## src/design/lrecho_pkg.sv

```systemverilog
// ----------------------------------------------------------------------------
// lrecho_pkg
// Shared constants, codes and types of the line receiver with echo.
// ----------------------------------------------------------------------------
package lrecho_pkg;

   localparam int unsigned LINE_DEPTH = 64;
   localparam int unsigned IDX_W      = $clog2(LINE_DEPTH);

   typedef logic [IDX_W-1:0] idx_type;

   localparam idx_type LINE_LAST = idx_type'(LINE_DEPTH - 1);

   localparam logic [7:0] CH_NL  = 8'h0A;
   localparam logic [7:0] CH_CR  = 8'h0D;
   localparam logic [7:0] CH_NUL = 8'h00;

   typedef enum logic [1:0] {
      MODE_BYTE    = 2'd0,
      MODE_RELEASE = 2'd1,
      MODE_READ    = 2'd2,
      MODE_NONE    = 2'd3
   } mode_type;

   // one store write
   typedef struct packed {
      logic       en;
      idx_type    addr;
      logic [7:0] data;
   } wr_type;

   // result description of one accepted request
   typedef struct packed {
      logic       two;
      logic [7:0] echo_byte;
      logic       echo_valid;
      logic       line_ready;
      logic [6:0] line_length;
      logic       is_read;
      logic       in_range;
      logic       discarded;
      logic       dropped;
   } desc_type;

endpackage

```

## src/design/lrecho_store.sv

```systemverilog
// ----------------------------------------------------------------------------
// lrecho_store
// Line store: one write port, one registered read port.
// ----------------------------------------------------------------------------
module lrecho_store (
   input  logic                clock,
   input  lrecho_pkg::wr_type  wr,
   input  logic                rd_en,
   input  lrecho_pkg::idx_type rd_addr,
   output logic [7:0]          rd_data_ff
);

   logic [7:0] mem [lrecho_pkg::LINE_DEPTH];

   always_ff @(posedge clock) begin
      if (wr.en) begin
         mem[wr.addr] <= wr.data;
      end
   end

   always_ff @(posedge clock) begin
      if (rd_en) begin
         rd_data_ff <= mem[rd_addr];
      end
   end

endmodule

```

## src/design/lrecho_ctrl.sv

```systemverilog
// ----------------------------------------------------------------------------
// lrecho_ctrl
// Line state: fill count, ready and receiving flags; store write generation.
// ----------------------------------------------------------------------------
module lrecho_ctrl (
   input  logic                 clock,
   input  logic                 reset,
   input  logic                 acc,
   input  lrecho_pkg::mode_type mode,
   input  logic [7:0]           rx_byte,
   input  logic                 rx_err,
   output lrecho_pkg::wr_type   wr,
   output lrecho_pkg::desc_type desc,
   output logic                 nul_busy
);

   lrecho_pkg::idx_type fill_ff, fill_in, fill_eff;
   logic                ready_ff, ready_in;
   logic                recv_ff, recv_in;
   logic                nul_pend_ff, nul_pend_in;
   lrecho_pkg::idx_type nul_addr_ff, nul_addr_in;
   logic                is_eol;

   assign nul_busy = nul_pend_ff;
   assign fill_eff = recv_ff ? fill_ff : '0;
   assign is_eol   = (rx_byte == lrecho_pkg::CH_NL) || (rx_byte == lrecho_pkg::CH_CR);

   always_comb begin
      fill_in     = fill_ff;
      ready_in    = ready_ff;
      recv_in     = recv_ff;
      nul_pend_in = 1'b0;
      nul_addr_in = nul_addr_ff;
      wr          = '0;
      desc        = '0;

      if (nul_pend_ff) begin
         // second write of an end of line: the terminator
         wr.en   = 1'b1;
         wr.addr = nul_addr_ff;
         wr.data = lrecho_pkg::CH_NUL;
      end

      if (acc) begin
         unique case (mode)
            lrecho_pkg::MODE_BYTE: begin
               if (ready_ff) begin
                  desc.dropped = 1'b1;
               end else if (fill_eff >= lrecho_pkg::LINE_LAST) begin
                  // store full: terminate the line and drop the byte
                  fill_in      = lrecho_pkg::LINE_LAST;
                  ready_in     = 1'b1;
                  recv_in      = 1'b0;
                  wr.en        = 1'b1;
                  wr.addr      = lrecho_pkg::LINE_LAST;
                  wr.data      = lrecho_pkg::CH_NUL;
                  desc.dropped = 1'b1;
               end else if (rx_err) begin
                  fill_in        = '0;
                  ready_in       = 1'b0;
                  recv_in        = 1'b0;
                  desc.discarded = 1'b1;
               end else begin
                  wr.en   = 1'b1;
                  wr.addr = fill_eff;
                  wr.data = rx_byte;
                  desc.echo_valid = 1'b1;
                  if (is_eol) begin
                     fill_in        = fill_eff;
                     ready_in       = 1'b1;
                     recv_in        = 1'b0;
                     nul_pend_in    = 1'b1;
                     nul_addr_in    = fill_eff + 1'b1;
                     desc.two       = 1'b1;
                     desc.echo_byte = lrecho_pkg::CH_NL;
                  end else begin
                     fill_in        = fill_eff + 1'b1;
                     recv_in        = 1'b1;
                     desc.echo_byte = rx_byte;
                  end
               end
            end
            lrecho_pkg::MODE_RELEASE: begin
               ready_in = 1'b0;
               if (!recv_ff) begin
                  fill_in = '0;
               end
            end
            lrecho_pkg::MODE_READ: begin
               desc.is_read = 1'b1;
            end
            default: begin
            end
         endcase
      end

      desc.line_ready  = ready_in;
      desc.line_length = 7'(fill_in);
   end

   always_ff @(posedge clock) begin
      if (reset) begin
         fill_ff     <= '0;
         ready_ff    <= 1'b0;
         recv_ff     <= 1'b0;
         nul_pend_ff <= 1'b0;
      end else begin
         fill_ff     <= fill_in;
         ready_ff    <= ready_in;
         recv_ff     <= recv_in;
         nul_pend_ff <= nul_pend_in;
      end
   end

   always_ff @(posedge clock) begin
      nul_addr_ff <= nul_addr_in;
   end

endmodule

```

## src/design/lrecho_resp.sv

```systemverilog
// ----------------------------------------------------------------------------
// lrecho_resp
// Result stage and output register; splits an end of line into its echo pair.
// ----------------------------------------------------------------------------
module lrecho_resp (
   input  logic                 clock,
   input  logic                 reset,
   input  logic                 load,
   input  lrecho_pkg::desc_type desc,
   input  logic [7:0]           rd_data,
   output logic                 can_take,
   output logic                 rsp_valid,
   input  logic                 rsp_stall,
   output logic [7:0]           rsp_echo_byte,
   output logic                 rsp_echo_valid,
   output logic                 rsp_last,
   output logic                 rsp_line_ready,
   output logic [6:0]           rsp_line_length,
   output logic [7:0]           rsp_read_char,
   output logic                 rsp_line_discarded,
   output logic                 rsp_byte_dropped
);

   lrecho_pkg::desc_type s1_ff;
   logic                 s1_valid_ff;
   logic                 phase_ff;
   logic                 out_valid_ff;
   logic                 adv, finish;
   logic [7:0]           echo_in, rchar_in;
   logic                 last_in;

   logic [7:0] echo_ff, rchar_ff;
   logic       echo_valid_ff, last_ff, ready_ff, disc_ff, drop_ff;
   logic [6:0] len_ff;

   assign adv      = s1_valid_ff && (!out_valid_ff || !rsp_stall);
   assign finish   = adv && (!s1_ff.two || phase_ff);
   assign can_take = !s1_valid_ff || finish;

   assign last_in  = !s1_ff.two || phase_ff;
   assign echo_in  = (s1_ff.two && phase_ff) ? lrecho_pkg::CH_CR : s1_ff.echo_byte;
   assign rchar_in = (s1_ff.is_read && s1_ff.in_range) ? rd_data : 8'h00;

   always_ff @(posedge clock) begin
      if (reset) begin
         s1_valid_ff  <= 1'b0;
         phase_ff     <= 1'b0;
         out_valid_ff <= 1'b0;
      end else begin
         if (load) begin
            s1_valid_ff <= 1'b1;
            phase_ff    <= 1'b0;
         end else if (finish) begin
            s1_valid_ff <= 1'b0;
         end else if (adv) begin
            phase_ff <= 1'b1;
         end
         if (adv) begin
            out_valid_ff <= 1'b1;
         end else if (!rsp_stall) begin
            out_valid_ff <= 1'b0;
         end
      end
   end

   always_ff @(posedge clock) begin
      if (load) begin
         s1_ff <= desc;
      end
      if (adv) begin
         echo_ff       <= echo_in;
         echo_valid_ff <= s1_ff.echo_valid;
         last_ff       <= last_in;
         ready_ff      <= s1_ff.line_ready;
         len_ff        <= s1_ff.line_length;
         rchar_ff      <= rchar_in;
         disc_ff       <= s1_ff.discarded;
         drop_ff       <= s1_ff.dropped;
      end
   end

   assign rsp_valid          = out_valid_ff;
   assign rsp_echo_byte      = echo_ff;
   assign rsp_echo_valid     = echo_valid_ff;
   assign rsp_last           = last_ff;
   assign rsp_line_ready     = ready_ff;
   assign rsp_line_length    = len_ff;
   assign rsp_read_char      = rchar_ff;
   assign rsp_line_discarded = disc_ff;
   assign rsp_byte_dropped   = drop_ff;

endmodule

```

## src/design/line_receiver_with_echo.sv

```systemverilog
// ----------------------------------------------------------------------------
// line_receiver_with_echo
// First result: registered in the result stage, then in the output register.
// One request per cycle while rsp_stall is low; an end of line gives two
// results and a second store write for the terminator, holding req_stall.
// Reset: line empty, standby; store contents stay undefined until written.
// ----------------------------------------------------------------------------
module line_receiver_with_echo (
   input  logic       clock,
   input  logic       reset,
   input  logic       req_valid,
   output logic       req_stall,
   input  logic [1:0] req_mode,
   input  logic [7:0] req_rx_byte,
   input  logic       req_frame_error,
   input  logic       req_overrun_error,
   input  logic       req_parity_error,
   input  logic [5:0] req_read_index,
   output logic       rsp_valid,
   input  logic       rsp_stall,
   output logic [7:0] rsp_echo_byte,
   output logic       rsp_echo_valid,
   output logic       rsp_last,
   output logic       rsp_line_ready,
   output logic [6:0] rsp_line_length,
   output logic [7:0] rsp_read_char,
   output logic       rsp_line_discarded,
   output logic       rsp_byte_dropped
);

   lrecho_pkg::mode_type mode;
   lrecho_pkg::wr_type   wr;
   lrecho_pkg::desc_type desc, desc_full;
   logic                 acc, can_take, nul_busy, rd_en;
   logic [7:0]           rd_data;

   assign mode      = lrecho_pkg::mode_type'(req_mode);
   assign req_stall = !can_take || nul_busy;
   assign acc       = req_valid && !req_stall;
   assign rd_en     = acc && (mode == lrecho_pkg::MODE_READ);

   always_comb begin
      desc_full          = desc;
      desc_full.in_range = (32'(req_read_index) < lrecho_pkg::LINE_DEPTH);
   end

   lrecho_ctrl u_ctrl (
      .clock    (clock),
      .reset    (reset),
      .acc      (acc),
      .mode     (mode),
      .rx_byte  (req_rx_byte),
      .rx_err   (req_frame_error | req_overrun_error | req_parity_error),
      .wr       (wr),
      .desc     (desc),
      .nul_busy (nul_busy)
   );

   lrecho_store u_store (
      .clock      (clock),
      .wr         (wr),
      .rd_en      (rd_en),
      .rd_addr    (lrecho_pkg::idx_type'(req_read_index)),
      .rd_data_ff (rd_data)
   );

   lrecho_resp u_resp (
      .clock              (clock),
      .reset              (reset),
      .load               (acc),
      .desc               (desc_full),
      .rd_data            (rd_data),
      .can_take           (can_take),
      .rsp_valid          (rsp_valid),
      .rsp_stall          (rsp_stall),
      .rsp_echo_byte      (rsp_echo_byte),
      .rsp_echo_valid     (rsp_echo_valid),
      .rsp_last           (rsp_last),
      .rsp_line_ready     (rsp_line_ready),
      .rsp_line_length    (rsp_line_length),
      .rsp_read_char      (rsp_read_char),
      .rsp_line_discarded (rsp_line_discarded),
      .rsp_byte_dropped   (rsp_byte_dropped)
   );

endmodule

```

## config.mk

```make
export PLATFORM = sky130hd
export DESIGN_NAME = line_receiver_with_echo
export DESIGN_NICKNAME = d
export VERILOG_FILES = /design/src/design/lrecho_pkg.sv /design/src/design/lrecho_store.sv /design/src/design/lrecho_ctrl.sv /design/src/design/lrecho_resp.sv /design/src/design/line_receiver_with_echo.sv
export SDC_FILE = /design/constraint.sdc
export NUM_CORES = 1
export LEC_CHECK = 0
export BUFFER_PORTS_ARGS = -buffer_cell sky130_fd_sc_hd__buf_2
export CAP_MARGIN = 15
export CORE_AREA = 5 5 212 214
export DETAILED_ROUTE_END_ITERATION = 8
export DIE_AREA = 0 0 217 219
export PLACE_DENSITY = 0.75
export SYNTH_ARGS = -nofsm -noshare
export SYNTH_HDL_FRONTEND = slang
export SYNTH_HIERARCHICAL = 1
export SYNTH_SLANG_ARGS = --single-unit
```

## constraint.sdc

```tcl
create_clock -name clock -period 11.72 [get_ports clock]
set_clock_uncertainty 0.05 [all_clocks]
set_input_delay 0.586 -clock clock [delete_from_list [all_inputs] [get_ports clock]]
set_output_delay 0.586 -clock clock [all_outputs]
set_load 0.05 [all_outputs]
```

==> qor.csv <==
stage,metric,value,unit
final_layout,most frequent cells in the layout,"576 x edfxtp_1, 126 x mux4_2, 96 x nor2_1, 54 x clkbuf_16, 50 x buf_2",
power,Flop pwr share,54.5,%
cts,Clock Root Buffer,clkbuf_16,
floorplan,die height,219,um
final_layout,area grow syn2layout,10.8,%
final_layout,"commonest non-fill, non-tap cell in the layout",edfxtp_1,
critical_path,CP startpoint kind,flop,
floorplan,# IOs,53,
logic_synthesis,Synthesized Nets,1214,
power,Leak,6.94,nW
sta,RSZ-0062 raised after global routing,no,
placed_design,PortBufs,52,
cts,Clock transition at path regs,0.06,ns
cts,"Clk Latency, worst-skew pair",0.60,ns
sta,Fmax,0.196,GHz
global_route,vias in the first global route,11690,
route,DR iter-0 viols,1289,
route,Pre-antenna DRT Iters,5,
global_route,grt total ovfl,0,
floorplan,area of the die,47500,um2
logic_synthesis,Mapped Area,23300,um2
critical_path,Crit Path Category,reg -> reg,
global_route,initial antenna violation count,1,
route,Routed WL per cell,27.2,um
route,WL final,50100,um
final_layout,Final Core Density,60.4,%
global_route,met1 Use GR,30.3,%
sta,fin crit period,5.10,ns
logic_synthesis,Post-Syn Instances,1190,
critical_path,Crit path required time,11.90,ns
floorplan,Initial Util,54.5,%
cts,H-tree depth,2,
cts,PostCTS Resize Cnt,0,
route,vias per cell,6.37,
logic_synthesis,"Avg Cell Area, Syn",19.6,um2
critical_path,CP max FO,33,
cts,total CTS buffers,54,
route,Detail Route Antenna Nets,0,
global_route,Total GRT Usage,21.4,%
global_route,Most Crowded Layer GR,met2,
floorplan,die width,217,um
sta,# setup viols final,0,
power,Comb power frac,3.0,%
sta,worst-margin pin slew,1.11,ns
global_route,met2 usage,33.6,%
power,Clock power frac,42.5,%
logic_synthesis,Synth Warn #,6,
global_route,first-pass GRT wire length,75800,um
cts,maximum clock insertion buffer count,3,
power,Total Power,4.21,mW
power,maximum vdd drop,0.000106,V
final_layout,ANT cells,0,
cts,CTS Hold Bufs,0,
run,Max-cap violations,0,
worst_hold_path,Hold Path Class,in -> reg,
critical_path,Setup crit end kind,flop,
final_layout,share of cells above drive strength 1,24.4,%
power,Net Sw Power,835,uW
global_route,met3 global-route usage,4.87,%
power,internal power,3.38,mW
sta,"Slew Viols, Final",0,
final_layout,# nets final,1271,
floorplan,core area,42700,um2
route,via count,11708,
route,drt drc,0,
cts,TritonCTS clock tree,done,
power,sw frac,19.8,%
sta,Relative slew margins,25.1,%
sta,final hold violation count,0,
cts,CTS sink count,588,
critical_path,critical path arrival,5.27,ns
global_route,pin count of the biggest net entering global routing,66,
sta,setup TNS,0,ns
cts,Setup Buffers After CTS,0,
power,pwr/cell area,163,nW/um2
floorplan,row count,76,
placed_design,GP Congestion,0.902,
sta,"Period Utilization, post-route",43.5,%
outcome,run status,completed,
placed_design,Post-DP HPWL,30200,um
-- flip-flops by register name, indices dropped and copies added, names as in the netlist --
register and count:
u_resp/rsp_line_discarded 1, u_resp/s1_ff 22, u_resp/rsp_echo_valid 1, u_store/rd_data_ff 8
u_resp/rsp_line_ready 1, u_resp/s1_valid_ff 1, u_store/mem 512, u_ctrl/nul_busy 1
u_resp/rsp_line_length 7, u_ctrl/fill_ff 6, u_ctrl/ready_ff 1, u_resp/phase_ff 1
u_resp/rsp_read_char 8, u_ctrl/recv_ff 1, u_resp/rsp_valid 1, u_ctrl/nul_addr_ff 6
u_resp/rsp_last 1, u_resp/rsp_echo_byte 8, u_resp/rsp_byte_dropped 1
-- critical path, stage by stage, from the launching register on --
cell,delay [ns]
edfxtp_1,0.42
nor2b_2,0.20
o21ai_2,0.16
and3b_1,0.18
buf_4,0.34
or3b_1,0.43
nor2_1,0.23
and3_1,0.61
a21oi_1,0.36
nor2b_1,0.32
nand3_1,0.59
nor2_1,0.83
-- area by class of cell --
cell class | instances | area [um2]
Clock inverter | 43 | 462
Clock buffer | 58 | 1370
Multi-Input combinational cell | 530 | 5340
Tap cell | 546 | 683
Sequential cell | 588 | 17500
Inverter | 8 | 30.0
Timing Repair Buffer | 65 | 369
Fill cell | 2886 | 16900
-- per-stage QoR --
stage,hold WS [ns],instances,cell area (um2),worst slack (ns)
CTS,0.221,1837,25800,6.69
detailed placement,0.355,1736,24000,6.42
floorplan,0.350,1190,23300,7.34
global placement,0.353,1736,24000,6.64
finish,0.246,1838,25800,6.62
global route,0.236,1838,25800,6.38
-- power groups by stage --
stage	combinational [mW]	sequential (mW)	clock (mW)
final	0.128	2.29	1.79
after global placement	0.127	2.34	0
after detailed placement	0.128	2.34	0
after global routing	0.137	2.29	1.92
after CTS	0.129	2.29	1.82
after floorplan	0.0800	2.36	0
-- per-layer routing --
metal / vias up / share of wire (%) / routed length [um]
met5: - / 0.024 / 12
met4: 2 / 3.2 / 1610
met3: 103 / 9.9 / 4950
met2: 651 / 48 / 24000
met1: 5986 / 39 / 19500
li1: 4966 / - / -
-- final timing paths --
path	start	to	cells after the start	slack, ns
setup reg to reg	u_resp/s1_ff[21]	u_store/mem[38][6]	11	6.62
hold reg to reg	u_resp/s1_ff[11]	u_resp/rsp_line_ready	0	0.37
setup / recovery	u_resp/s1_ff[21]	u_store/mem[38][6]	11	6.62
hold / removal	req_rx_byte[5]	u_resp/s1_ff[18]	2	0.25
Note: power is estimated with default switching activity, not from simulation.
